## config.mk

```make
export PLATFORM = sky130hd
export DESIGN_NAME = delta_timer_event_queue
export DESIGN_NICKNAME = d
export VERILOG_FILES = /design/src/design/dtq_pkg.sv /design/src/design/delta_timer_event_queue.sv /design/src/design/dtq_cell.sv
export SDC_FILE = /design/constraint.sdc
export NUM_CORES = 2
export LEC_CHECK = 0
export BUFFER_PORTS_ARGS = -buffer_cell sky130_fd_sc_hd__buf_2
export CAP_MARGIN = 30
export CORE_MARGIN = 4
export CORE_UTILIZATION = 59
export DETAILED_ROUTE_END_ITERATION = 7
export GPL_ROUTABILITY_DRIVEN = 0
export PLACE_DENSITY_LB_ADDON = 0.05
export SLEW_MARGIN = 20
export SYNTH_ARGS = -nofsm -noshare
export SYNTH_HDL_FRONTEND = slang
export SYNTH_SLANG_ARGS = --single-unit
```

## constraint.sdc

```tcl
create_clock -name clk -period 22.4 [get_ports clk]
set_input_delay 2.24 -clock clk [delete_from_list [all_inputs] [get_ports clk]]
set_output_delay 2.24 -clock clk [all_outputs]
set_load 0.1 [all_outputs]
```

## src/design/dtq_pkg.sv

```systemverilog
// Package with the shared types, codes and sizes of the delta timer event queue.
`default_nettype none
package dtq_pkg;

  localparam int QUEUE_DEPTH = 16;
  localparam int IDX_W = $clog2(QUEUE_DEPTH);
  localparam int CNT_W = $clog2(QUEUE_DEPTH + 1);
  localparam int DELTA_W = 16;

  localparam logic [1:0] CMD_ADD = 2'd0;
  localparam logic [1:0] CMD_CANCEL = 2'd1;
  localparam logic [1:0] CMD_TICK = 2'd2;

  localparam logic [1:0] KIND_FIRE = 2'd0;
  localparam logic [1:0] KIND_STORED = 2'd1;
  localparam logic [1:0] KIND_FULL = 2'd2;

  typedef logic [IDX_W-1:0] idx_t;
  typedef logic [CNT_W-1:0] cnt_t;

  typedef struct packed {
    logic [DELTA_W-1:0] delta;
    logic [7:0] device;
    logic [7:0] callback;
    logic [31:0] arg_tag;
    logic signed [31:0] int_arg;
  } entry_t;

  typedef enum logic [1:0] {
    CELL_HOLD,
    CELL_SET_DELTA,
    CELL_INSERT,
    CELL_REMOVE
  } cell_op_t;

  typedef struct packed {
    cell_op_t op;
    idx_t pos;
    entry_t ent;
  } cell_ctl_t;

  typedef enum logic [2:0] {
    ST_IDLE,
    ST_ADD_WALK,
    ST_ADD_INS,
    ST_CAN_WALK,
    ST_CAN_SUM,
    ST_CAN_DEL,
    ST_TICK_DEC,
    ST_TICK_FIRE
  } state_t;

endpackage
`default_nettype wire

```

## src/design/delta_timer_event_queue.sv

```systemverilog
// Top level of the delta timer event queue: command sequencer, row of cells and result register.
// An add with zero delay fires at once and one to a full queue is rejected; any other add
// walks the stored entries one per cycle and then inserts the new entry. A cancel walks them
// to the first matching entry, folds its delta into the next entry if any and removes it.
// A tick decrements the head delta and then fires each leading entry whose delta is zero.
// A result that waits for out_ready holds the block. A single walker compares one cell per
// cycle, and an item is accepted only when the block is idle and its result register is free.
`default_nettype none
module delta_timer_event_queue (
  input  wire logic               clk,
  input  wire logic               rst_n,
  input  wire logic               in_valid,
  output logic                    in_ready,
  input  wire logic [1:0]         in_cmd,
  input  wire logic [7:0]         in_device_id,
  input  wire logic [7:0]         in_callback_id,
  input  wire logic [15:0]        in_delay,
  input  wire logic [31:0]        in_arg_tag,
  input  wire logic signed [31:0] in_int_arg,
  output logic                    out_valid,
  input  wire logic               out_ready,
  output logic [1:0]              out_kind,
  output logic [7:0]              out_device,
  output logic [7:0]              out_callback,
  output logic [31:0]             out_arg_tag,
  output logic signed [31:0]      out_int_arg,
  output logic                    out_last
);

  localparam int DEPTH = dtq_pkg::QUEUE_DEPTH;
  localparam int IDX_W = dtq_pkg::IDX_W;
  localparam int CNT_W = dtq_pkg::CNT_W;
  localparam int DW = dtq_pkg::DELTA_W;

  dtq_pkg::state_t state_r, state_nxt;
  dtq_pkg::cnt_t count_r, count_nxt;
  dtq_pkg::cnt_t walk_r, walk_nxt;
  dtq_pkg::idx_t pos_r, pos_nxt;
  logic [DW-1:0] rem_r, rem_nxt;
  logic [DW-1:0] hold_d_r, hold_d_nxt;
  logic [7:0] dev_r, dev_nxt;
  logic [7:0] cb_r, cb_nxt;
  logic [31:0] tag_r, tag_nxt;
  logic signed [31:0] iarg_r, iarg_nxt;

  logic out_valid_r, out_valid_nxt;
  logic [1:0] out_kind_r, out_kind_nxt;
  logic [7:0] out_device_r, out_device_nxt;
  logic [7:0] out_callback_r, out_callback_nxt;
  logic [31:0] out_arg_tag_r, out_arg_tag_nxt;
  logic signed [31:0] out_int_arg_r, out_int_arg_nxt;
  logic out_last_r, out_last_nxt;

  dtq_pkg::cell_ctl_t ctl;
  dtq_pkg::entry_t cells [DEPTH];
  dtq_pkg::entry_t rd_ent;
  dtq_pkg::cnt_t walk_inc;
  logic [DW:0] sum;
  logic out_free;
  logic in_fire;
  logic fire_last;

  genvar g;
  generate
    for (g = 0; g < DEPTH; g++) begin : g_cell
      dtq_pkg::entry_t prev_ent;
      dtq_pkg::entry_t next_ent;
      if (g == 0) begin : g_first
        assign prev_ent = cells[0];
      end else begin : g_mid
        assign prev_ent = cells[g-1];
      end
      if (g == DEPTH - 1) begin : g_end
        assign next_ent = cells[DEPTH-1];
      end else begin : g_rest
        assign next_ent = cells[g+1];
      end
      dtq_cell u_cell (
        .clk      (clk),
        .idx      (IDX_W'(g)),
        .ctl      (ctl),
        .prev_ent (prev_ent),
        .next_ent (next_ent),
        .ent      (cells[g])
      );
    end
  endgenerate

  assign out_free = !out_valid_r || out_ready;
  assign in_ready = (state_r == dtq_pkg::ST_IDLE) && out_free;
  assign in_fire = in_valid && in_ready;
  assign rd_ent = cells[walk_r[IDX_W-1:0]];
  assign walk_inc = walk_r + CNT_W'(1);
  assign sum = {1'b0, rd_ent.delta} + {1'b0, hold_d_r};
  assign fire_last = (count_r == CNT_W'(1)) || (cells[1].delta != '0);

  always_comb begin
    state_nxt = state_r;
    count_nxt = count_r;
    walk_nxt = walk_r;
    pos_nxt = pos_r;
    rem_nxt = rem_r;
    hold_d_nxt = hold_d_r;
    dev_nxt = dev_r;
    cb_nxt = cb_r;
    tag_nxt = tag_r;
    iarg_nxt = iarg_r;
    ctl.op = dtq_pkg::CELL_HOLD;
    ctl.pos = pos_r;
    ctl.ent = '{delta: rem_r, device: dev_r, callback: cb_r, arg_tag: tag_r, int_arg: iarg_r};
    out_valid_nxt = out_valid_r && !out_ready;
    out_kind_nxt = out_kind_r;
    out_device_nxt = out_device_r;
    out_callback_nxt = out_callback_r;
    out_arg_tag_nxt = out_arg_tag_r;
    out_int_arg_nxt = out_int_arg_r;
    out_last_nxt = out_last_r;

    unique case (state_r)
      dtq_pkg::ST_IDLE: begin
        if (in_fire) begin
          dev_nxt = in_device_id;
          cb_nxt = in_callback_id;
          tag_nxt = in_arg_tag;
          iarg_nxt = in_int_arg;
          rem_nxt = in_delay;
          walk_nxt = '0;
          priority if (in_cmd == dtq_pkg::CMD_ADD) begin
            out_valid_nxt = 1'b1;
            out_device_nxt = in_device_id;
            out_callback_nxt = in_callback_id;
            out_last_nxt = 1'b1;
            if (in_delay == '0) begin
              out_kind_nxt = dtq_pkg::KIND_FIRE;
              out_arg_tag_nxt = in_arg_tag;
              out_int_arg_nxt = in_int_arg;
            end else if (count_r == CNT_W'(DEPTH)) begin
              out_kind_nxt = dtq_pkg::KIND_FULL;
              out_arg_tag_nxt = '0;
              out_int_arg_nxt = '0;
            end else begin
              out_valid_nxt = 1'b0;
              state_nxt = dtq_pkg::ST_ADD_WALK;
            end
          end else if (in_cmd == dtq_pkg::CMD_CANCEL) begin
            if (count_r != '0) begin
              state_nxt = dtq_pkg::ST_CAN_WALK;
            end
          end else if (in_cmd == dtq_pkg::CMD_TICK) begin
            if (count_r != '0) begin
              state_nxt = dtq_pkg::ST_TICK_DEC;
            end
          end else begin
            state_nxt = dtq_pkg::ST_IDLE;
          end
        end
      end
      dtq_pkg::ST_ADD_WALK: begin
        if (walk_r == count_r) begin
          pos_nxt = walk_r[IDX_W-1:0];
          state_nxt = dtq_pkg::ST_ADD_INS;
        end else if (rem_r <= rd_ent.delta) begin
          ctl.op = dtq_pkg::CELL_SET_DELTA;
          ctl.pos = walk_r[IDX_W-1:0];
          ctl.ent.delta = rd_ent.delta - rem_r;
          pos_nxt = walk_r[IDX_W-1:0];
          state_nxt = dtq_pkg::ST_ADD_INS;
        end else begin
          rem_nxt = rem_r - rd_ent.delta;
          walk_nxt = walk_inc;
        end
      end
      dtq_pkg::ST_ADD_INS: begin
        if (out_free) begin
          ctl.op = dtq_pkg::CELL_INSERT;
          count_nxt = count_r + CNT_W'(1);
          out_valid_nxt = 1'b1;
          out_kind_nxt = dtq_pkg::KIND_STORED;
          out_device_nxt = dev_r;
          out_callback_nxt = cb_r;
          out_arg_tag_nxt = '0;
          out_int_arg_nxt = '0;
          out_last_nxt = 1'b1;
          state_nxt = dtq_pkg::ST_IDLE;
        end
      end
      dtq_pkg::ST_CAN_WALK: begin
        if (walk_r == count_r) begin
          state_nxt = dtq_pkg::ST_IDLE;
        end else if (rd_ent.device == dev_r && rd_ent.callback == cb_r) begin
          pos_nxt = walk_r[IDX_W-1:0];
          hold_d_nxt = rd_ent.delta;
          if (walk_inc < count_r) begin
            walk_nxt = walk_inc;
            state_nxt = dtq_pkg::ST_CAN_SUM;
          end else begin
            state_nxt = dtq_pkg::ST_CAN_DEL;
          end
        end else begin
          walk_nxt = walk_inc;
        end
      end
      dtq_pkg::ST_CAN_SUM: begin
        ctl.op = dtq_pkg::CELL_SET_DELTA;
        ctl.pos = walk_r[IDX_W-1:0];
        ctl.ent.delta = sum[DW] ? {DW{1'b1}} : sum[DW-1:0];
        state_nxt = dtq_pkg::ST_CAN_DEL;
      end
      dtq_pkg::ST_CAN_DEL: begin
        ctl.op = dtq_pkg::CELL_REMOVE;
        ctl.pos = pos_r;
        count_nxt = count_r - CNT_W'(1);
        state_nxt = dtq_pkg::ST_IDLE;
      end
      dtq_pkg::ST_TICK_DEC: begin
        ctl.op = dtq_pkg::CELL_SET_DELTA;
        ctl.pos = '0;
        ctl.ent.delta = cells[0].delta - DW'(1);
        state_nxt = dtq_pkg::ST_TICK_FIRE;
      end
      dtq_pkg::ST_TICK_FIRE: begin
        if (cells[0].delta != '0) begin
          state_nxt = dtq_pkg::ST_IDLE;
        end else if (out_free) begin
          ctl.op = dtq_pkg::CELL_REMOVE;
          ctl.pos = '0;
          count_nxt = count_r - CNT_W'(1);
          out_valid_nxt = 1'b1;
          out_kind_nxt = dtq_pkg::KIND_FIRE;
          out_device_nxt = cells[0].device;
          out_callback_nxt = cells[0].callback;
          out_arg_tag_nxt = cells[0].arg_tag;
          out_int_arg_nxt = cells[0].int_arg;
          out_last_nxt = fire_last;
          if (fire_last) begin
            state_nxt = dtq_pkg::ST_IDLE;
          end
        end
      end
      default: begin
        state_nxt = dtq_pkg::ST_IDLE;
      end
    endcase
  end

  always_ff @(posedge clk) begin
    if (!rst_n) begin
      state_r <= dtq_pkg::ST_IDLE;
      count_r <= '0;
      out_valid_r <= 1'b0;
    end else begin
      state_r <= state_nxt;
      count_r <= count_nxt;
      out_valid_r <= out_valid_nxt;
    end
  end

  always_ff @(posedge clk) begin
    walk_r <= walk_nxt;
    pos_r <= pos_nxt;
    rem_r <= rem_nxt;
    hold_d_r <= hold_d_nxt;
    dev_r <= dev_nxt;
    cb_r <= cb_nxt;
    tag_r <= tag_nxt;
    iarg_r <= iarg_nxt;
    out_kind_r <= out_kind_nxt;
    out_device_r <= out_device_nxt;
    out_callback_r <= out_callback_nxt;
    out_arg_tag_r <= out_arg_tag_nxt;
    out_int_arg_r <= out_int_arg_nxt;
    out_last_r <= out_last_nxt;
  end

  assign out_valid = out_valid_r;
  assign out_kind = out_kind_r;
  assign out_device = out_device_r;
  assign out_callback = out_callback_r;
  assign out_arg_tag = out_arg_tag_r;
  assign out_int_arg = out_int_arg_r;
  assign out_last = out_last_r;

  a_count_bound: assert property (@(posedge clk) disable iff (!rst_n)
    count_r <= CNT_W'(DEPTH))
    else $error("Entry count exceeds the queue depth.");

  a_insert_grows: assert property (@(posedge clk) disable iff (!rst_n)
    (state_r == dtq_pkg::ST_ADD_INS && out_free) |=> count_r == $past(count_r) + CNT_W'(1))
    else $error("A stored add did not grow the queue by one.");

  a_remove_nonempty: assert property (@(posedge clk) disable iff (!rst_n)
    (state_r == dtq_pkg::ST_CAN_DEL || state_r == dtq_pkg::ST_TICK_FIRE) |-> count_r != '0)
    else $error("An entry is removed from an empty queue.");

  a_busy_no_accept: assert property (@(posedge clk) disable iff (!rst_n)
    (state_r != dtq_pkg::ST_IDLE) |-> !in_ready)
    else $error("An item is taken while a command is still in progress.");

endmodule
`default_nettype wire

```

## src/design/dtq_cell.sv

```systemverilog
// One queue cell: holds one entry and moves it to or from its neighbors on command.
`default_nettype none
module dtq_cell (
  input  wire logic              clk,
  input  wire dtq_pkg::idx_t     idx,
  input  wire dtq_pkg::cell_ctl_t ctl,
  input  wire dtq_pkg::entry_t   prev_ent,
  input  wire dtq_pkg::entry_t   next_ent,
  output dtq_pkg::entry_t        ent
);

  dtq_pkg::entry_t ent_r;
  dtq_pkg::entry_t ent_nxt;

  always_comb begin
    ent_nxt = ent_r;
    unique case (ctl.op)
      dtq_pkg::CELL_SET_DELTA: begin
        if (idx == ctl.pos) begin
          ent_nxt.delta = ctl.ent.delta;
        end
      end
      dtq_pkg::CELL_INSERT: begin
        if (idx == ctl.pos) begin
          ent_nxt = ctl.ent;
        end else if (idx > ctl.pos) begin
          ent_nxt = prev_ent;
        end
      end
      dtq_pkg::CELL_REMOVE: begin
        if (idx >= ctl.pos) begin
          ent_nxt = next_ent;
        end
      end
      default: begin
        ent_nxt = ent_r;
      end
    endcase
  end

  always_ff @(posedge clk) begin
    ent_r <= ent_nxt;
  end

  assign ent = ent_r;

endmodule
`default_nettype wire

```

After elaboration in Yosys (flattened, before gate mapping)
Cells that the tools add are included.
Storage, ports and cells
  flip-flop bits (word level): 1749
  output and inout port bits: 85
Operators by class
  bitwise operators: 2
  equal/unequal tests: 98
  $add $sub $neg: 7
  order comparisons: 33
  multiplexer cells: 190
  reduce and logical (&&, ||, !) cells: 66
Operators by type and width (number)
  96-bit 2-to-1 mux: 48
  80-bit one-hot mux with 2 select lines: 15
  16-bit one-hot mux with 3 select lines: 16
  96-bit binary-select mux with 4-bit select: 1
  32-bit 2-to-1 mux: 12
  16-bit 2-to-1 mux: 20
  32-bit one-hot mux with 3 select lines: 2
  8-bit 2-to-1 mux: 10
  4-bit AND reduction: 18
  2-bit by 1-bit != test with 1-bit output, second input constant: 33
  16-bit one-hot mux with 2 select lines: 2
  3-bit AND reduction: 17
  3-bit 2-to-1 mux: 16
  3-bit by 1-bit != test with 1-bit output, second input constant: 16
  8-bit one-hot mux with 3 select lines: 2
  5-bit 2-to-1 mux: 9
  21-bit 2-to-1 mux: 2
  4-bit == test, first input constant: 8
  4-bit > comparator, first input constant: 8
  16-bit nonzero test: 2
  16-bit subtractor: 2
  5-bit one-hot mux with 3 select lines: 2
  4-bit greater-or-equal comparator, first input constant: 7
  3-bit one-hot mux with 8 select lines: 1
  55 further kinds: 127

Longest topological paths before layout
  word-level depth: 12
  gate-level depth with buffers: 26
  mapped depth without buffers: 18

Modules after synthesis
From an unflattened synthesis, not the netlist that was laid out.
Second synthesis, totals
  cell total of the unflattened synthesis: 9673
  area, all modules: 95481.6 um^2
By module, submodules not included
  dtq_cell at g_cell[0].u_cell ...: times used 10, area each 4988.5 um^2, cells an instance 525, seq. area each 2882.8 um^2
  dtq_cell at g_cell[4].u_cell ...: times used 6, area each 4989.8 um^2, cells an instance 525, seq. area each 2882.8 um^2
  delta_timer_event_queue: times used 1, area each 15657.5 um^2, cells an instance 1273, seq. area each 6306.0 um^2

Least setup slack after synthesis
No wires, ideal clock.
  path type: reg2reg
  start point: register walk_r[0]
  end point: register g_cell[9].u_cell.ent_r, in the netlist g_cell[9].u_cell.ent[80] (enable)
  required time: 22030 ps
  library setup time: 370 ps
  cell stages (with the launch flop): 23
  arrival: 9631 ps
  path slack: 12399 ps
  buffers on the path: 8
  cell sequence: edfxtp_1 -> buf_2 -> buf_2 -> buf_2 -> buf_2 -> buf_1 -> mux4_2 -> a22oi_1 -> and2_1 -> inv_1 -> ha_1 -> buf_2 -> nand4_1 -> or3_1 -> mux2_2 -> o21a_2 -> o21ai_4 -> a22o_1 -> buf_4 -> buf_4 -> nand2_1 -> a21oi_1 -> a21o_1
RTL lines
  start, declared: RTL line delta_timer_event_queue.sv:37  | dtq_pkg::cnt_t walk_r, walk_nxt;
  start signal, assigned: RTL line delta_timer_event_queue.sv:259  | walk_r <= walk_nxt;
  end signal, assigned: RTL line dtq_cell.sv:42  | ent_r <= ent_nxt;
  end, declared: RTL line dtq_cell.sv:12  | dtq_pkg::entry_t ent_r;

==> results by group <==
Cells and area
  • Final #Nets: 9,546
  • Fraction of layout cells with a size suffix above 1: 9.81%
  • Layout area overhead: 8.58%
  • Footprint of the multi-input gates: 37,000 sq um
  • Register area: 52,400 sq um
  • Post-layout util: 64.6%
  • Post-Layout Cell Count: 11,600
  • Fill cells: 12,600

Logic synthesis
  • Synth Area per Inst: 9.61 sq um
  • Synth cell types: 81
  • Post-Syn Instances: 9,672
  • Ys Warns: 0
  • Syn Nets: 9,840
  • Area contributors post-synth: edfxtp_1 56%, nand2_1 11%, a31oi_1 7.6%
  • Mapped cell area: 93,000 sq um
  • Synth Flop Type: edfxtp_1
  • Area leader, netlist: edfxtp_1
  • Post-synthesis async set-or-reset flop share: 0%
  • Top cell types by occurrence after synthesis: 2,788 x nand2_1, 1,740 x edfxtp_1, 1,581 x nor2_1
  • EDFF count, synth: 1,740
  • Seq/Total Area, Yosys: 56.4%
  • Post-synthesis sequential element count: 1,749
  • Top-area cell type share of the netlist area: 56.2%
  • Most frequent cell after synthesis: nand2_1

Worst setup path
  • Reg2reg setup slack: 13.57 ns
  • Crit Path Category: reg2reg
  • Required @ worst endpoint: 22.83 ns
  • Worst Setup Start Kind: flip-flop
  • R2r endpoint: g_cell[4].u_cell.ent[18]$_DFFE_PP_
  • Worst reg2reg path startpoint: walk_r[0]$_SDFFCE_PN0P_
  • CP max FO: 112
  • R2r worst-path depth: 18
  • Crit. End Element: flip-flop
  • WP data arrival: 9.26 ns

Global route
  • Vias in the first global route: 72,500
  • Gr ovfl total: 0
  • First-pass GRT wire length: 452 mm
  • Largest net degree at the start of global routing: 288
  • Initial antenna violation count: 6
  • GRT Util Overall: 35.9%

Die
  • Die height: 405 um
  • FP Rows: 145
  • Die width: 405 um
  • Core area: 156,000 sq um
  • Die ar.: 164,000 sq um
  • Initial Util: 59.5%
  • IO Count: 187

STA
  • Min Tclk post-route: 8.83 ns
  • Final setup fails: 0
  • Fmax: 0.113 GHz
  • Worst-Margin Slew: 1.16 ns
  • RSZ-0062 raised after global routing: false
  • Hold Vio Cnt, Final: 0
  • Slew Viols, Final: 0
  • Post-Route Skew: 0.0505 ns
  • Setup_tns: 0 ns
  • Period utilisation layout: 39.4%
  • Rel. slew slack: 21.8%

Flow run
  • Max-cap violations: 0

Run status
  • Failing checks: DRC
  • Status: finished with violations

Worst hold path
  • Tightest Hold Check Type: reg2reg
  • Hold Crit Depth: 2
  • Hold path start: g_cell[1].u_cell.ent[1]$_DFFE_PP_
  • Worst Hold End: g_cell[0].u_cell.ent[1]$_DFFE_PP_

Clock network
  • CTS tree: yes
  • Clock Latency Late Sink: 0.84 ns
  • CTS max path bufs: 3
  • Clk root buf: clkbuf_16
  • Post-CTS setup repair buffer count: 0
  • Inserted Clock Buffers: 185
  • Cts hold-fix bufs: 0
  • CTS Sinks: 1,749
  • CTS H-tree lvls: 4
  • Post-CTS Resized: 0
  • Reg clk slew, reported paths: 0.06 ns

Detailed routing
  • Routed length per placed instance: 26.0 um
  • Via count: 77,500
  • Initial DRC count: 11,500
  • Post-route antenna net violation count: 0
  • Drt pass-1 iters: 8
  • Total Wirelength: 301 mm
  • Avg Vias per Cell: 6.69
  • Drt drc: 7

Power
  • Maximum vdd ir drop: 0.178 mV
  • Leak: 36.3 nW
  • PD cells: 169 nW/um^2

Place
  • Port bufs: 186
  • Placed Cells: 11,200
  • Dpl hpwl: 174 mm
[routing by layer]
layer	track usage (%)	vias up	part of all wire, %
met3	8.62	905	13
met2	54.9	5249	44
met5	0	-	0.0037
li1	-	34000	-
met1	49.4	37300	38
met4	15.1	2	4.6
[worst max-delay path by stage]
stage          cells after the start                                 end                     from
2_1_floorplan                     22  g_cell[9].u_cell.ent[80]$_DFFE_PP_  walk_r[0]$_SDFFCE_PN0P_
3_3_place_gp                      20  g_cell[4].u_cell.ent[18]$_DFFE_PP_  walk_r[0]$_SDFFCE_PN0P_
3_5_place_dp                      18  g_cell[4].u_cell.ent[18]$_DFFE_PP_  walk_r[0]$_SDFFCE_PN0P_
4_1_cts                           18  g_cell[4].u_cell.ent[22]$_DFFE_PP_  walk_r[0]$_SDFFCE_PN0P_
5_1_grt                           20  g_cell[4].u_cell.ent[22]$_DFFE_PP_  walk_r[0]$_SDFFCE_PN0P_
6_report                          18  g_cell[4].u_cell.ent[18]$_DFFE_PP_  walk_r[0]$_SDFFCE_PN0P_
[sequential cells by signal, indices dropped and copies added (netlist names), 16 cells and up]
register and flops:
hold_d_r 16, rem_r 16, out_int_arg 32, out_arg_tag 32, iarg_r 32, tag_r 32
g_cell.u_cell.ent 1536
[per-stage QoR]
step	area [sq um]	hold WS [ns]	power [mW]	worst slack (ns)
final	101000	0.544	17.1	13.57
after global routing	101000	0.576	17.8	13.34
after CTS	101000	0.542	16.8	13.80
after detailed placement	94800	0.528	13.8	13.84
after global placement	94600	0.517	13.5	13.90
after floorplan	93000	0.421	11.3	12.40
[cells in the final DEF (no fill, tap or decap), types with 63 or more instances in the layout]
cell type and instances:
o21ai_0 179, mux2_2 116, ha_1 63, o311ai_1 126, nand2_1 2786, buf_2 186, clkbuf_16 190, edfxtp_1 1740
buf_4 177, a31oi_1 1127, nor2_1 1573, a22o_1 68, o211ai_1 95, mux4_2 81, a21oi_1 103, mux2i_1 91
[worst max-delay path: stages, from the launching register on]
cell and delay [ns]:
edfxtp_1 0.37, buf_12 0.64, buf_4 0.72, mux4_2 0.59, a22oi_1 0.17, and2_1 0.31
inv_1 0.13, ha_1 0.48, nand4_1 0.15, or3_1 0.39, mux2_2 0.29, o21a_2 0.19
o21ai_4 0.37, a22o_1 0.23, buf_4 0.42, nand2_1 0.49, a21oi_4 0.91, buf_4 0.52
buf_4 0.78
[kinds of logic after synthesis]
family,share of synthesized area [%]
xor gates and xnor gates,0.744
buffers and inverters,4.26
adders and majority gates,0.912
DFF,56.4
and+or+nand+nor,19.7
AOI/OAI and AO/OA,13.6
muxes,4.35
[where the power goes]
part,switching (mW),internal [mW],leakage (nW)
clock network,1.32,1.67,2.79
registers,0.773,5.37,16.0
logic,5.41,2.51,17.6
total,7.50,9.55,36.3
[layout make-up]
class                   count  share of cell area, %
flip-flops and latches   1749                   51.9
multi-input cells        6991                   36.7
clock buffers             231                   4.86
repair buffers            395                   2.98
well taps                2058                   2.55
clock inverters            97                  0.773
inverters                  56                  0.221
diodes                      4                0.00992
No activity file was read; power rests on OpenSTA's default activity.
